## src/rtl/tsp_rwg_pkg.sv

```systemverilog
// ----------------------------------------------------------------------------
// tsp_rwg_pkg
// shared types, codes and widths of the ring weight generator
// ----------------------------------------------------------------------------
package tsp_rwg_pkg;

    localparam int MAX_CITIES_DEF = 16;
    localparam int DIST_BITS_DEF  = 16;

    localparam int KIND_W     = 2;
    localparam int CITY_IN_W  = 4;
    localparam int DIST_IN_W  = 16;
    localparam int NEURON_W   = 8;
    localparam int WEIGHT_W   = 16;
    localparam int CLASS_W    = 3;
    localparam int CFG_W      = 18;
    localparam int CFG_IDX_W  = 2;
    localparam int CITY_CNT_W = 5;
    localparam int STEP_W     = 6;

    localparam int S_TDATA_W = 2 * CITY_IN_W + DIST_IN_W + 2 * NEURON_W;
    localparam int S_TUSER_W = KIND_W;
    localparam int M_TDATA_W = WEIGHT_W;
    localparam int M_TUSER_W = CLASS_W + 1;

    localparam int TENTH_Q12      = 410;
    localparam int WEIGHT_MAX_Q12 = 40960;

    localparam logic [KIND_W-1:0] KIND_LOAD  = 2'd0;
    localparam logic [KIND_W-1:0] KIND_QUERY = 2'd1;
    localparam logic [KIND_W-1:0] KIND_CLEAR = 2'd2;

    localparam logic [CLASS_W-1:0] CLS_SAME_NEURON    = 3'd0;
    localparam logic [CLASS_W-1:0] CLS_SAME_POS       = 3'd1;
    localparam logic [CLASS_W-1:0] CLS_ADJ_SAME_CITY  = 3'd2;
    localparam logic [CLASS_W-1:0] CLS_ADJ_OTHER_CITY = 3'd3;
    localparam logic [CLASS_W-1:0] CLS_DISTANT_SAME   = 3'd4;
    localparam logic [CLASS_W-1:0] CLS_NONE           = 3'd5;

    localparam logic [CFG_IDX_W-1:0] REG_CITY_COUNT = 2'd0;
    localparam logic [CFG_IDX_W-1:0] REG_SAME_POS_W = 2'd1;
    localparam logic [CFG_IDX_W-1:0] REG_ADJ_SAME_W = 2'd2;
    localparam logic [CFG_IDX_W-1:0] REG_DIST_SAME_W = 2'd3;

    typedef struct packed {
        logic              start;
        logic [STEP_W-1:0] steps;
    } div_req_t;

    typedef struct packed {
        logic busy;
        logic done;
    } div_sts_t;

    function automatic logic [WEIGHT_W-1:0] clamp_weight(input logic [CFG_W-1:0] w);
        logic [WEIGHT_W-1:0] r;
        if (w[CFG_W-1]) begin
            r = '0;
        end else if (w > CFG_W'(WEIGHT_MAX_Q12)) begin
            r = WEIGHT_W'(WEIGHT_MAX_Q12);
        end else begin
            r = w[WEIGHT_W-1:0];
        end
        return r;
    endfunction

endpackage

```

## src/rtl/tsp_rwg_divider.sv

```systemverilog
// ----------------------------------------------------------------------------
// tsp_rwg_divider
// shared restoring divider, one quotient bit per cycle, msb-aligned numerator
// ----------------------------------------------------------------------------
module tsp_rwg_divider #(
    parameter int NUM_W = 25,
    parameter int DEN_W = 16
) (
    input  logic                  aclk,
    input  logic                  aresetn,
    input  tsp_rwg_pkg::div_req_t req,
    input  logic [NUM_W-1:0]      num,
    input  logic [DEN_W-1:0]      den,
    output tsp_rwg_pkg::div_sts_t sts,
    output logic [NUM_W-1:0]      quo,
    output logic [DEN_W-1:0]      rem
);
    import tsp_rwg_pkg::*;

    logic [NUM_W-1:0]  num_reg, num_next, quo_reg, quo_next;
    logic [DEN_W-1:0]  rem_reg, rem_next, den_reg, den_next;
    logic [STEP_W-1:0] cnt_reg, cnt_next;
    logic              busy_reg, busy_next, done_reg, done_next;
    logic [DEN_W:0]    trial, trial_sub;

    assign trial     = {rem_reg, num_reg[NUM_W-1]};
    assign trial_sub = trial - {1'b0, den_reg};

    always_comb begin
        num_next  = num_reg;
        quo_next  = quo_reg;
        rem_next  = rem_reg;
        den_next  = den_reg;
        cnt_next  = cnt_reg;
        busy_next = busy_reg;
        done_next = 1'b0;
        if (busy_reg) begin
            num_next = {num_reg[NUM_W-2:0], 1'b0};
            if (trial >= {1'b0, den_reg}) begin
                rem_next = trial_sub[DEN_W-1:0];
                quo_next = {quo_reg[NUM_W-2:0], 1'b1};
            end else begin
                rem_next = trial[DEN_W-1:0];
                quo_next = {quo_reg[NUM_W-2:0], 1'b0};
            end
            cnt_next = cnt_reg - STEP_W'(1);
            if (cnt_reg == STEP_W'(1)) begin
                busy_next = 1'b0;
                done_next = 1'b1;
            end
        end else if (req.start) begin
            num_next  = num;
            den_next  = den;
            rem_next  = '0;
            quo_next  = '0;
            cnt_next  = req.steps;
            busy_next = 1'b1;
        end
    end

    always_ff @(posedge aclk) begin
        if (!aresetn) begin
            busy_reg <= 1'b0;
            done_reg <= 1'b0;
            cnt_reg  <= '0;
        end else begin
            busy_reg <= busy_next;
            done_reg <= done_next;
            cnt_reg  <= cnt_next;
            num_reg  <= num_next;
            quo_reg  <= quo_next;
            rem_reg  <= rem_next;
            den_reg  <= den_next;
        end
    end

    assign sts.busy = busy_reg;
    assign sts.done = done_reg;
    assign quo      = quo_reg;
    assign rem      = rem_reg;

endmodule

```

## src/rtl/tsp_rwg_distance_ram.sv

```systemverilog
// ----------------------------------------------------------------------------
// tsp_rwg_distance_ram
// city-to-city distance store, one write and one registered read port
// ----------------------------------------------------------------------------
module tsp_rwg_distance_ram #(
    parameter int DEPTH  = 256,
    parameter int ADDR_W = 8,
    parameter int DATA_W = 16
) (
    input  logic              aclk,
    input  logic              we,
    input  logic [ADDR_W-1:0] waddr,
    input  logic [DATA_W-1:0] wdata,
    input  logic [ADDR_W-1:0] raddr,
    output logic [DATA_W-1:0] rdata
);
    logic [DATA_W-1:0] mem [DEPTH];
    logic [DATA_W-1:0] rdata_reg;

    always_ff @(posedge aclk) begin
        if (we) begin
            mem[waddr] <= wdata;
        end
        rdata_reg <= mem[raddr];
    end

    assign rdata = rdata_reg;

endmodule

```

## src/rtl/tsp_ring_weight_generator.sv

```systemverilog
// ----------------------------------------------------------------------------
// tsp_ring_weight_generator: load and clear stay in idle, so ready stays high
// query: two 8-step index divides, classify, output; ready again as the result turns valid
// out-of-range index: no divides, straight to the output step; a stalled result holds it
// adjacent different-city query: distance read and a third, weight divide; none at max 0
// sync active-low reset: idle, max distance 0, city count 16, weights 0
// ----------------------------------------------------------------------------
module tsp_ring_weight_generator #(
    parameter int MAX_CITIES = tsp_rwg_pkg::MAX_CITIES_DEF,
    parameter int DIST_BITS  = tsp_rwg_pkg::DIST_BITS_DEF
) (
    input  logic                              aclk,
    input  logic                              aresetn,
    input  logic                              s_tvalid,
    output logic                              s_tready,
    // from_city, to_city, distance, first_neuron, second_neuron
    input  logic [tsp_rwg_pkg::S_TDATA_W-1:0] s_tdata,
    // kind
    input  logic [tsp_rwg_pkg::S_TUSER_W-1:0] s_tuser,
    output logic                              m_tvalid,
    input  logic                              m_tready,
    // weight
    output logic [tsp_rwg_pkg::M_TDATA_W-1:0] m_tdata,
    // link_class, index_error
    output logic [tsp_rwg_pkg::M_TUSER_W-1:0] m_tuser,
    input  logic                              cfg_we,
    input  logic [tsp_rwg_pkg::CFG_IDX_W-1:0] cfg_index,
    input  logic [tsp_rwg_pkg::CFG_W-1:0]     cfg_wdata
);
    import tsp_rwg_pkg::*;

    localparam int CITY_W  = $clog2(MAX_CITIES);
    localparam int CNT_W   = $clog2(MAX_CITIES + 1);
    localparam int NSQ_W   = 2 * CNT_W;
    localparam int CMP_W   = (NSQ_W > NEURON_W) ? NSQ_W : NEURON_W;
    localparam int DEPTH   = MAX_CITIES * MAX_CITIES;
    localparam int ADDR_W  = $clog2(DEPTH);
    localparam int TENTH_W = $clog2(TENTH_Q12 + 1);
    localparam int NUM_W   = DIST_BITS + TENTH_W;
    localparam int LD_W    = (DIST_BITS < DIST_IN_W) ? DIST_BITS : DIST_IN_W;
    localparam logic [STEP_W-1:0] NEURON_STEPS = STEP_W'(NEURON_W);
    localparam logic [STEP_W-1:0] WEIGHT_STEPS = STEP_W'(NUM_W);

    typedef enum logic [2:0] {
        ST_IDLE, ST_DIV_A, ST_DIV_B, ST_CLASSIFY, ST_READ, ST_SCALE, ST_DIV_W, ST_OUT
    } state_t;

    function automatic logic [CITY_IN_W-1:0] wrap_city(input logic [CITY_IN_W-1:0] v);
        logic [CITY_IN_W-1:0] r;
        r = v;
        for (int i = 0; i < 8; i++) begin
            if (int'(r) >= MAX_CITIES) begin
                r = CITY_IN_W'(int'(r) - MAX_CITIES);
            end
        end
        return r;
    endfunction

    logic [KIND_W-1:0]    s_kind;
    logic [CITY_IN_W-1:0] s_from, s_to;
    logic [DIST_IN_W-1:0] s_distance;
    logic [NEURON_W-1:0]  s_first, s_second;
    logic                 s_fire;

    logic [CITY_CNT_W-1:0] city_count_reg;
    logic [CFG_W-1:0]      same_pos_w_reg, adj_same_w_reg, dist_same_w_reg;

    state_t               state_reg, state_next;
    logic [DIST_BITS-1:0] max_reg, max_next, diff_reg, diff_next;
    logic [NEURON_W-1:0]  b_reg, b_next;
    logic [CITY_W-1:0]    pa_reg, pa_next, ca_reg, ca_next;
    logic [CITY_W-1:0]    pb_reg, pb_next, cb_reg, cb_next;
    logic [WEIGHT_W-1:0]  res_weight_reg, res_weight_next;
    logic [CLASS_W-1:0]   res_class_reg, res_class_next;
    logic                 res_err_reg, res_err_next;
    logic                 m_valid_reg, m_valid_next;
    logic [WEIGHT_W-1:0]  m_weight_reg, m_weight_next;
    logic [CLASS_W-1:0]   m_class_reg, m_class_next;
    logic                 m_err_reg, m_err_next;

    logic [CNT_W-1:0]     active;
    logic [NSQ_W-1:0]     nsq;
    logic                 idx_err;
    logic [DIST_BITS-1:0] load_dist;
    logic                 ram_we;
    logic [ADDR_W-1:0]    ram_waddr, ram_raddr;
    logic [DIST_BITS-1:0] ram_rdata;
    logic [CITY_W-1:0]    gap;
    logic                 same_city, adjacent;

    div_req_t             div_req;
    div_sts_t             div_sts;
    logic [NUM_W-1:0]     div_num, div_quo;
    logic [DIST_BITS-1:0] div_den, div_rem;

    assign s_kind     = s_tuser;
    assign s_from     = s_tdata[CITY_IN_W-1:0];
    assign s_to       = s_tdata[2*CITY_IN_W-1:CITY_IN_W];
    assign s_distance = s_tdata[2*CITY_IN_W+DIST_IN_W-1:2*CITY_IN_W];
    assign s_first    = s_tdata[2*CITY_IN_W+DIST_IN_W+NEURON_W-1:2*CITY_IN_W+DIST_IN_W];
    assign s_second   = s_tdata[S_TDATA_W-1:S_TDATA_W-NEURON_W];
    assign s_tready   = (state_reg == ST_IDLE);
    assign s_fire     = s_tvalid && s_tready;

    always_ff @(posedge aclk) begin
        if (!aresetn) begin
            city_count_reg  <= CITY_CNT_W'(16);
            same_pos_w_reg  <= '0;
            adj_same_w_reg  <= '0;
            dist_same_w_reg <= '0;
        end else if (cfg_we) begin
            case (cfg_index)
                REG_CITY_COUNT:  city_count_reg  <= cfg_wdata[CITY_CNT_W-1:0];
                REG_SAME_POS_W:  same_pos_w_reg  <= cfg_wdata;
                REG_ADJ_SAME_W:  adj_same_w_reg  <= cfg_wdata;
                REG_DIST_SAME_W: dist_same_w_reg <= cfg_wdata;
                default: ;
            endcase
        end
    end

    always_comb begin
        if (city_count_reg < CITY_CNT_W'(2)) begin
            active = CNT_W'(2);
        end else if (int'(city_count_reg) > MAX_CITIES) begin
            active = CNT_W'(MAX_CITIES);
        end else begin
            active = CNT_W'(city_count_reg);
        end
    end

    assign nsq     = NSQ_W'(active) * NSQ_W'(active);
    assign idx_err = (CMP_W'(s_first) >= CMP_W'(nsq)) || (CMP_W'(s_second) >= CMP_W'(nsq));

    assign load_dist = DIST_BITS'(s_distance[LD_W-1:0]);
    assign ram_we    = s_fire && (s_kind == KIND_LOAD);
    assign ram_waddr = ADDR_W'(int'(wrap_city(s_from)) * MAX_CITIES + int'(wrap_city(s_to)));
    assign ram_raddr = ADDR_W'(int'(ca_reg) * MAX_CITIES + int'(cb_reg));

    tsp_rwg_distance_ram #(
        .DEPTH  (DEPTH),
        .ADDR_W (ADDR_W),
        .DATA_W (DIST_BITS)
    ) u_ram (
        .aclk  (aclk),
        .we    (ram_we),
        .waddr (ram_waddr),
        .wdata (load_dist),
        .raddr (ram_raddr),
        .rdata (ram_rdata)
    );

    always_comb begin
        div_req.start = 1'b0;
        div_req.steps = NEURON_STEPS;
        div_num       = {s_first, {(NUM_W-NEURON_W){1'b0}}};
        div_den       = DIST_BITS'(active);
        case (state_reg)
            ST_IDLE: begin
                div_req.start = s_fire && (s_kind == KIND_QUERY) && !idx_err;
            end
            ST_DIV_A: begin
                div_req.start = div_sts.done;
                div_num       = {b_reg, {(NUM_W-NEURON_W){1'b0}}};
            end
            ST_SCALE: begin
                div_req.start = 1'b1;
                div_req.steps = WEIGHT_STEPS;
                div_num       = NUM_W'(diff_reg) * NUM_W'(TENTH_Q12);
                div_den       = max_reg;
            end
            default: ;
        endcase
    end

    tsp_rwg_divider #(
        .NUM_W (NUM_W),
        .DEN_W (DIST_BITS)
    ) u_div (
        .aclk    (aclk),
        .aresetn (aresetn),
        .req     (div_req),
        .num     (div_num),
        .den     (div_den),
        .sts     (div_sts),
        .quo     (div_quo),
        .rem     (div_rem)
    );

    assign gap       = (pa_reg > pb_reg) ? (pa_reg - pb_reg) : (pb_reg - pa_reg);
    assign same_city = (ca_reg == cb_reg);
    assign adjacent  = (gap == CITY_W'(1)) || (CNT_W'(gap) == (active - CNT_W'(1)));

    always_comb begin
        state_next      = state_reg;
        max_next        = max_reg;
        diff_next       = diff_reg;
        b_next          = b_reg;
        pa_next         = pa_reg;
        ca_next         = ca_reg;
        pb_next         = pb_reg;
        cb_next         = cb_reg;
        res_weight_next = res_weight_reg;
        res_class_next  = res_class_reg;
        res_err_next    = res_err_reg;
        m_valid_next    = m_valid_reg;
        m_weight_next   = m_weight_reg;
        m_class_next    = m_class_reg;
        m_err_next      = m_err_reg;
        if (m_valid_reg && m_tready) begin
            m_valid_next = 1'b0;
        end
        case (state_reg)
            ST_IDLE: begin
                if (s_fire) begin
                    case (s_kind)
                        KIND_LOAD: begin
                            if (load_dist > max_reg) begin
                                max_next = load_dist;
                            end
                        end
                        KIND_CLEAR: begin
                            max_next = '0;
                        end
                        KIND_QUERY: begin
                            b_next = s_second;
                            if (idx_err) begin
                                res_weight_next = '0;
                                res_class_next  = CLS_NONE;
                                res_err_next    = 1'b1;
                                state_next      = ST_OUT;
                            end else begin
                                res_err_next = 1'b0;
                                state_next   = ST_DIV_A;
                            end
                        end
                        default: ;
                    endcase
                end
            end
            ST_DIV_A: begin
                if (div_sts.done) begin
                    pa_next    = div_quo[CITY_W-1:0];
                    ca_next    = div_rem[CITY_W-1:0];
                    state_next = ST_DIV_B;
                end
            end
            ST_DIV_B: begin
                if (div_sts.done) begin
                    pb_next    = div_quo[CITY_W-1:0];
                    cb_next    = div_rem[CITY_W-1:0];
                    state_next = ST_CLASSIFY;
                end
            end
            ST_CLASSIFY: begin
                state_next = ST_OUT;
                if (gap == '0) begin
                    if (same_city) begin
                        res_class_next  = CLS_SAME_NEURON;
                        res_weight_next = '0;
                    end else begin
                        res_class_next  = CLS_SAME_POS;
                        res_weight_next = clamp_weight(same_pos_w_reg);
                    end
                end else if (adjacent) begin
                    if (same_city) begin
                        res_class_next  = CLS_ADJ_SAME_CITY;
                        res_weight_next = clamp_weight(adj_same_w_reg);
                    end else begin
                        res_class_next = CLS_ADJ_OTHER_CITY;
                        state_next     = ST_READ;
                    end
                end else begin
                    if (same_city) begin
                        res_class_next  = CLS_DISTANT_SAME;
                        res_weight_next = clamp_weight(dist_same_w_reg);
                    end else begin
                        res_class_next  = CLS_NONE;
                        res_weight_next = '0;
                    end
                end
            end
            ST_READ: begin
                if (max_reg == '0) begin
                    res_weight_next = WEIGHT_W'(2 * TENTH_Q12);
                    state_next      = ST_OUT;
                end else begin
                    diff_next  = (ram_rdata >= max_reg) ? '0 : (max_reg - ram_rdata);
                    state_next = ST_SCALE;
                end
            end
            ST_SCALE: begin
                state_next = ST_DIV_W;
            end
            ST_DIV_W: begin
                if (div_sts.done) begin
                    res_weight_next = WEIGHT_W'(TENTH_Q12) + div_quo[WEIGHT_W-1:0];
                    state_next      = ST_OUT;
                end
            end
            ST_OUT: begin
                if (!m_valid_reg || m_tready) begin
                    m_valid_next  = 1'b1;
                    m_weight_next = res_weight_reg;
                    m_class_next  = res_class_reg;
                    m_err_next    = res_err_reg;
                    state_next    = ST_IDLE;
                end
            end
            default: begin
                state_next = ST_IDLE;
            end
        endcase
    end

    always_ff @(posedge aclk) begin
        if (!aresetn) begin
            state_reg   <= ST_IDLE;
            max_reg     <= '0;
            m_valid_reg <= 1'b0;
        end else begin
            state_reg      <= state_next;
            max_reg        <= max_next;
            m_valid_reg    <= m_valid_next;
            diff_reg       <= diff_next;
            b_reg          <= b_next;
            pa_reg         <= pa_next;
            ca_reg         <= ca_next;
            pb_reg         <= pb_next;
            cb_reg         <= cb_next;
            res_weight_reg <= res_weight_next;
            res_class_reg  <= res_class_next;
            res_err_reg    <= res_err_next;
            m_weight_reg   <= m_weight_next;
            m_class_reg    <= m_class_next;
            m_err_reg      <= m_err_next;
        end
    end

    assign m_tvalid = m_valid_reg;
    assign m_tdata  = m_weight_reg;
    assign m_tuser  = {m_err_reg, m_class_reg};

`ifndef NO_ASSERTIONS
    a_err_result: assert property (@(posedge aclk) disable iff (!aresetn)
        (m_tvalid && m_tuser[CLASS_W]) |-> (m_tdata == '0 && m_tuser[CLASS_W-1:0] == CLS_NONE))
        else $error("index error transaction without zero weight and no-link class");

    a_scaled_range: assert property (@(posedge aclk) disable iff (!aresetn)
        (m_tvalid && m_tuser[CLASS_W-1:0] == CLS_ADJ_OTHER_CITY)
        |-> (m_tdata >= M_TDATA_W'(TENTH_Q12) && m_tdata <= M_TDATA_W'(2 * TENTH_Q12)))
        else $error("distance weight outside tenth to two tenths");

    a_div_owner: assert property (@(posedge aclk) disable iff (!aresetn)
        div_sts.done |-> (state_reg == ST_DIV_A || state_reg == ST_DIV_B || state_reg == ST_DIV_W))
        else $error("divider finished outside a divide step");

    a_query_busy: assert property (@(posedge aclk) disable iff (!aresetn)
        (s_tvalid && s_tready && s_tuser == KIND_QUERY) |=> !s_tready)
        else $error("ready right after a query transaction");
`endif

endmodule
```

## config.mk

```make
export PLATFORM = sky130hd
export DESIGN_NAME = tsp_ring_weight_generator
export DESIGN_NICKNAME = d
export VERILOG_FILES = /design/src/rtl/tsp_rwg_pkg.sv /design/src/rtl/tsp_rwg_divider.sv /design/src/rtl/tsp_rwg_distance_ram.sv /design/src/rtl/tsp_ring_weight_generator.sv
export SDC_FILE = /design/constraint.sdc
export NUM_CORES = 2
export LEC_CHECK = 0
export ABC_CLOCK_PERIOD_IN_PS = 12200
export BUFFER_PORTS_ARGS = -buffer_cell sky130_fd_sc_hd__buf_4
export CAP_MARGIN = 20
export CORE_UTILIZATION = 45
export CTS_CLUSTER_DIAMETER = 40
export DETAILED_ROUTE_END_ITERATION = 16
export PLACE_DENSITY = 0.6
export SYNTH_ARGS = -nofsm -noshare
export SYNTH_HDL_FRONTEND = slang
export SYNTH_SLANG_ARGS = --single-unit
```

## constraint.sdc

```tcl
create_clock -name aclk -period 12.2 [get_ports aclk]
set_input_delay 2.44 -clock aclk [delete_from_list [all_inputs] [get_ports aclk]]
set_output_delay 2.44 -clock aclk [all_outputs]
set_load 0.005 [all_outputs]
```

; ---- After elaboration in Yosys (flattened, before gate mapping)
; Memory sizes are Yosys's and may differ from the RTL's. A register that Yosys moved wholly into a read port is not among the register bits.
; Cells that the tools add are included.
[word_totals]
n_memories = 1
out_inout_bits = 22
mem_bits_rw = 4096
in_bits = 67
regBits = 240
[memory_table]
columns = memory, words, word_bits, rd, rd_clocked_by_memory_dff, write_ports, line_no
row1 = u_ram.mem, 256, 16, 1, 1, 1, tsp_rwg_distance_ram.sv:17  ; logic [DATA_W-1:0] mem [DEPTH];
[classes]
eq_ne = 26
mux = 67
n_bitwise = 2
n_reduce_logical = 35
mul = 2
magnitude_cmp = 11
n_addsub = 9
[ops]
columns = op, count
row1 = $mux W16, 22
row2 = $pmux W16 S4, 1
row3 = $gt A18 B16 Y1 const B, 3
row4 = $mux W25, 2
row5 = $pmux W25 S2, 1
row6 = $mux W3, 12
row7 = $pmux W16 S2, 1
row8 = $sub A16 B16 Y16, 2
row9 = $mul A16 B8 Y24 const B, 1
row10 = $pmux W3 S8, 1
row11 = $ge A8 B10 Y1, 2
row12 = $mux W5, 4
row13 = $ge A17 B16 Y1, 1
row14 = $add A8 B4 Y8, 2
row15 = $add A9 B16 Y16 const A, 1
row16 = $ge A16 B16 Y1, 1
row17 = $gt A16 B16 Y1, 1
row18 = $logic_not A16 Y1, 1
row19 = $reduce_and A3 Y1, 5
row20 = $mux W1, 14
row21 = $ne A2 B1 Y1 const B, 7
row22 = $eq A3 B3 Y1 const B, 4
row23 = $mux W6, 2
row24 = $reduce_and A2 Y1, 6
row25 = other kinds (34), 55

; ---- Depth between registers and ports, before layout
[logic_depth]
depth_word = 11
mapped_depth = 20
ltp_nobuf = 18

; ---- Cells and area by module
; From an unflattened synthesis, not the netlist that was laid out.
[hier_totals]
cells_unflattened = 9043
hier_area_um2 = 174886.5
[by_module_without_submodules]
columns = mod, cells_each, n_inst, area_each_um2
row1 = tsp_rwg_distance_ram, 7360, 1, 158714.7
row2 = tsp_ring_weight_generator, 1310, 1, 11695.0
row3 = tsp_rwg_divider, 373, 1, 4476.8

; ---- Worst setup path before layout
; OpenSTA, ideal clock, no wires.
[synth_path]
path_kind = input to register
startpoint = in s_tdata[32] in the netlist's numbering
endpoint = reg u_div.num_reg[10], enable pin
setup_time_ns = 0.489
path_stages = 9
arrival_ns = 6.921
required_time_ns = 11.711
path_slack_ns = 4.790
n_path_buf = 0
cell_sequence = inv_1 > ha_1 > or4b_1 > o211ai_1 > a21oi_1 > o31ai_1 > a32oi_1 > o31a_1 > a21oi_1
[synth_via]
elab_chain_len = 7
[synth_rtl]
columns = element, line_no
row1 = start: declaration, tsp_ring_weight_generator.sv:17  ; input logic [tsp_rwg_pkg::S_TDATA_W-1:0] s_tdata,
row2 = $ge A8 B10 Y1, tsp_ring_weight_generator.sv:133  ; assign idx_err = (CMP_W'(s_first) >= CMP_W'(nsq)) || (CMP_W'(s_second) >= CMP_W'(nsq));
row3 = $logic_or A1 B1 Y1, tsp_ring_weight_generator.sv:133
row4 = net idx_err, tsp_ring_weight_generator.sv:83  ; logic idx_err;
row5 = $logic_not A1 Y1, tsp_ring_weight_generator.sv:160  ; div_req.start = s_fire && (s_kind == KIND_QUERY) && !idx_err;
row6 = $logic_and A1 B1 Y1, tsp_ring_weight_generator.sv:160
row7 = $pmux W1 S3, tsp_ring_weight_generator.sv:158  ; case (state_reg)
row8 = $reduce_bool A2 Y1 (no source line), --
row9 = $reduce_and A2 Y1 (no source line), --
row10 = end signal: assignment, tsp_rwg_divider.sv:70  ; num_reg <= num_next;
row11 = end: declaration, tsp_rwg_divider.sv:20  ; logic [NUM_W-1:0] num_reg, num_next, quo_reg, quo_next;
; The timed path passes the listed nets, and every way through them passes these cells.
; A chain may end at the register's enable or synchronous reset.

; ---- Worst setup path in the final report
[layout_path]
startpoint = reg city_count_reg[3]
endpoint = reg u_div.rem_reg[10], in the netlist u_div.rem[10], enable pin
[layout_via]
elab_chain_len = 11
[layout_rtl]
columns = element, line_no
row1 = start: declaration, tsp_ring_weight_generator.sv:65  ; logic [CITY_CNT_W-1:0] city_count_reg;
row2 = start signal: assignment, tsp_ring_weight_generator.sv:113  ; REG_CITY_COUNT: city_count_reg <= cfg_wdata[CITY_CNT_W-1:0];
row3 = $gt A5 B5 Y1, tsp_ring_weight_generator.sv:125  ; end else if (int'(city_count_reg) > MAX_CITIES) begin
row4 = $mux W5, tsp_ring_weight_generator.sv:125
row5 = $mux W5 *, tsp_ring_weight_generator.sv:123  ; if (city_count_reg < CITY_CNT_W'(2)) begin
row6 = $mul A5 B5 Y10 *, tsp_ring_weight_generator.sv:132  ; assign nsq = NSQ_W'(active) * NSQ_W'(active);
row7 = $ge A8 B10 Y1, tsp_ring_weight_generator.sv:133
row8 = $logic_or A1 B1 Y1 *, tsp_ring_weight_generator.sv:133
row9 = net idx_err, tsp_ring_weight_generator.sv:83
row10 = $logic_not A1 Y1 *, tsp_ring_weight_generator.sv:160
row11 = $logic_and A1 B1 Y1 *, tsp_ring_weight_generator.sv:160
row12 = $pmux W1 S3 *, tsp_ring_weight_generator.sv:158
row13 = $reduce_bool A2 Y1 (no source line) *, --
row14 = $reduce_and A2 Y1 (no source line) *, --
row15 = end signal: assignment, tsp_rwg_divider.sv:72  ; rem_reg <= rem_next;
row16 = end: declaration, tsp_rwg_divider.sv:21  ; logic [DEN_W-1:0] rem_reg, rem_next, den_reg, den_next;
; Mark *: on every way through the listed nets, which the timed path passes. The rest lies on a longest branch.

==> summary.md <==
| Metric | Value |
|---|---|
| Vias | 83620 |
| Final worst path period need | 5980 ps |
| Leak | 63.7 nW |
| Die ar. | 385000 µm² |
| Slack of the critical path | 6220 ps |
| Hold path cells | 0 |
| Core area | 380000 µm² |
| FMAX | 0.167 GHz |
| Initial antenna violation count | 32 |
| Die height | 620 µm |
| Fill cell count | 28968 |
| Routing usage on met2 | 34.7% |
| GR Layer Usage met3 | between 3 and 4% |
| Post-DR vias/cell | 5.98 |
| Syn Area/Cell | 21.9 µm² |
| Cell count of the worst reg-to-reg path | 17 |
| Total wire length | 431000 µm |
| # DRC | 0 |
| Req. time, crit path | between 10000 and 15000 ps |
| Total clock sinks | 4351 |
| Clk root buf | clkbuf_16 |
| PortBufs | 88 |
| Gr usage total | 22.4% |
| Peak supply drop | 0.160 mV |
| Leading post-synthesis cells by cell area | edfxtp_1 (74%), mux4_2 (17%), dfxtp_1 (1.2%), ha_1 (1.1%), nor2_1 (0.80%) |
| Vias in the first global route | 84828 |
| Final Hold Fails | 0 |
| Post-CTS setup repair buffer count | 0 |
| Chip Width | 620 µm |
| Share of cells above drive strength 1 | 30.8% |
| Number of synthesized flops with an enable pin | 4248 |
| Cts repair resizes | 0 |
| Placed insts | ~13000 |
| PD cells | 168 nW/µm² |
| TNS Setup | 0 ps |
| CTS clk-pin slew, worst paths | around 50 ps |
| Synth area leader | edfxtp_1 |
| Critical path endpoint category | flop |
| Period Utilization, post-route | 49.0% |
| Status | completed |
| Cts hold-fix bufs | 0 |
| Max reg flops | a little over 4000 |
| Average wire per standard cell | a little over 30 µm |
| Unrepaired setup endpoints after global routing | no |
| Final Wtd Congestion | 0.889 |
| Hold Crit Class | flop to flop |
| CTS tree | built |
| Top FF cell, synth | edfxtp_1 |
| Worst slew pin tran | 1330 ps |
| Post-Layout Cell Count | between 10000 and 15000 |
| # rows | 226 |
| Sequential cell area fraction in the yosys report | 75.3% |
| Cell variety after synth | 75 |
| Deepest clock path buffer count | 4 |
| GRT Residual Overflow | 0 |
| Drt first pass iters | 5 |
| Worst skew pair latency | approximately 1000 ps |
| Hpwl dp | 258000 µm |
| Total CTS buffers | 549 |
| Startpoint Class | flop |
| Ports | between 80 and 90 |
| Global routing's busiest layer | met2 |
| Utilization after layout | 52.5% |
| Cell Area, Synth | 172000 µm² |
| Gate Count Post-Synth | 7864 |
| Number of synthesized register bits | 4351 |
| Crit path max fanout | 29 |
| Setup Crit Path Kind | flop to flop |
| Slew Viols, Final | 0 |
| Ys async rst share | 0% |
| Final clock skew | about 52 ps |
| Largest net degree at the start of global routing | 193 |
| DP Worst Slack | 5390 ps |
| Area of the multi-input gates | 40200 µm² |
| Hold_sp | res_weight_reg[11] |
| First-pass GRT wire length | 619000 µm |
| Area share of the largest cell type after synthesis | 74.1% |
| Worst setup path startpoint | city_count_reg[3] |
| Crit path DAT | 6650 ps |
| Relative slew slack | 11.4% |
| Area growth syn-to-layout | 15.8% |
| H-Tree Level Count | 6 |
| # Max-Cap Violations | 0 |
| Initial core utilization | 45.3% |
| Crit Reg-Reg Startpoint | city_count_reg[3] |
| Nets | 8770 |
| Ys Warns | 0 |
| Tot Pwr | 33.4 mW |
| # setup viols final | 0 |
| Met1 Resource Use GR | 32.8% |
| Starting DRT DRC Count | 9917 |
| Final ANT Viol Nets | 0 |
| FF+latch area | 130000 µm² |
[layout by cell type, fill, tap and decap left out, types with 69 or more instances in the layout]
cell | netlist | routed
dfxtp_1 | 103 | 102
inv_1 | 158 | 158
clkbuf_16 | 0 | 562
edfxtp_1 | 4248 | 4248
nand2_1 | 241 | 229
buf_4 | 34 | 448
nor2_1 | 369 | 354
ha_1 | 154 | 154
a22oi_1 | 69 | 69
inv_6 | 0 | 71
mux4_2 | 1280 | 1280
a21oi_1 | 119 | 118
[per-layer routing]
layer | up-vias | wire length (µm)
met2 | 3519 | 202000
met1 | 45101 | 182000
met5 | - | 13
met3 | 605 | 34100
met4 | 2 | 12700
li1 | 34393 | -
[synthesized netlist by cell type, drive strengths merged, types with 9 or more instances]
master and number:
fa 43, or3 12, nor2 369, o21a 17, nor2b 33, dfxtp 103
nand2b 12, mux2 34, o22ai 19, a21oi 119, nor4 15, mux4 1280
inv 160, a31oi 26, and2 25, a221oi 21, a22o 20, clkbuf 206
nand4 20, xnor2 30, o21ai 69, mux2i 54, xor2 28, edfxtp 4248
a22oi 69, a21o 18, nand3 48, ha 154, buf 200, or2 9
a211oi 19, and3 11, nor3 29, nand2 241
[where the power goes]
part / internal (mW) / switching [mW]
Clock: 9.77 / 6.46
Sequential: 16.4 / 0.0286
Combinational: 0.197 / 0.552
[stage by stage]
step	instance area [µm²]	hold WS [ps]
after CTS	199000	418
after floorplan	172000	400
after detailed placement	181000	405
final	199000	417
after global placement	181000	407
after global routing	199000	428
[worst paths after layout]
path                        end  slack (ps)
hold reg to reg     m_tdata[11]         420
setup / recovery  u_div.rem[10]        6220
hold / removal      m_tdata[11]         420
setup reg to reg  u_div.rem[10]        6220
[logic make-up (layout without fill, tap and decap cells)]
kind of cell	after synthesis	count (layout)	synth area share, %
other	2	14	0.00436
multiplexers	1368	1368	17.3
AO/OA/AOI/OAI	475	475	1.86
flip-flops	4351	4351	75.3
buffers and inverters	566	1649	1.47
AND/OR/NAND/NOR	847	847	2.17
XOR/XNOR	58	58	0.295
adder cells (fa/ha/maj)	197	197	1.62
[critical path, cell delays in order (launching register included)]
cell and delay (ps):
dfxtp_1 400, nor2b_1 320, nand2_1 160, fa_1 520, fa_1 510, inv_1 40
ha_1 170, ha_1 310, inv_1 90, o21ai_0 120, a21oi_1 200, xor2_1 220
ha_1 280, a211oi_1 200, a32oi_1 250, o31a_1 500, a21oi_4 800, buf_4 500
[final cells by class]
| cell class | instances | share of cell area [%] |
|---|---|---|
| diodes | 11 | 0.0138 |
| clock buffers | 616 | 7.16 |
| clock inverters | 377 | 2.12 |
| inverters | 160 | 0.301 |
| multi-input cells | 2948 | 20.1 |
| flip-flops and latches | 4351 | 65.0 |
| well taps | 5016 | 3.15 |
| repair buffers | 496 | 2.11 |
(Power assumes the default switching activity.)
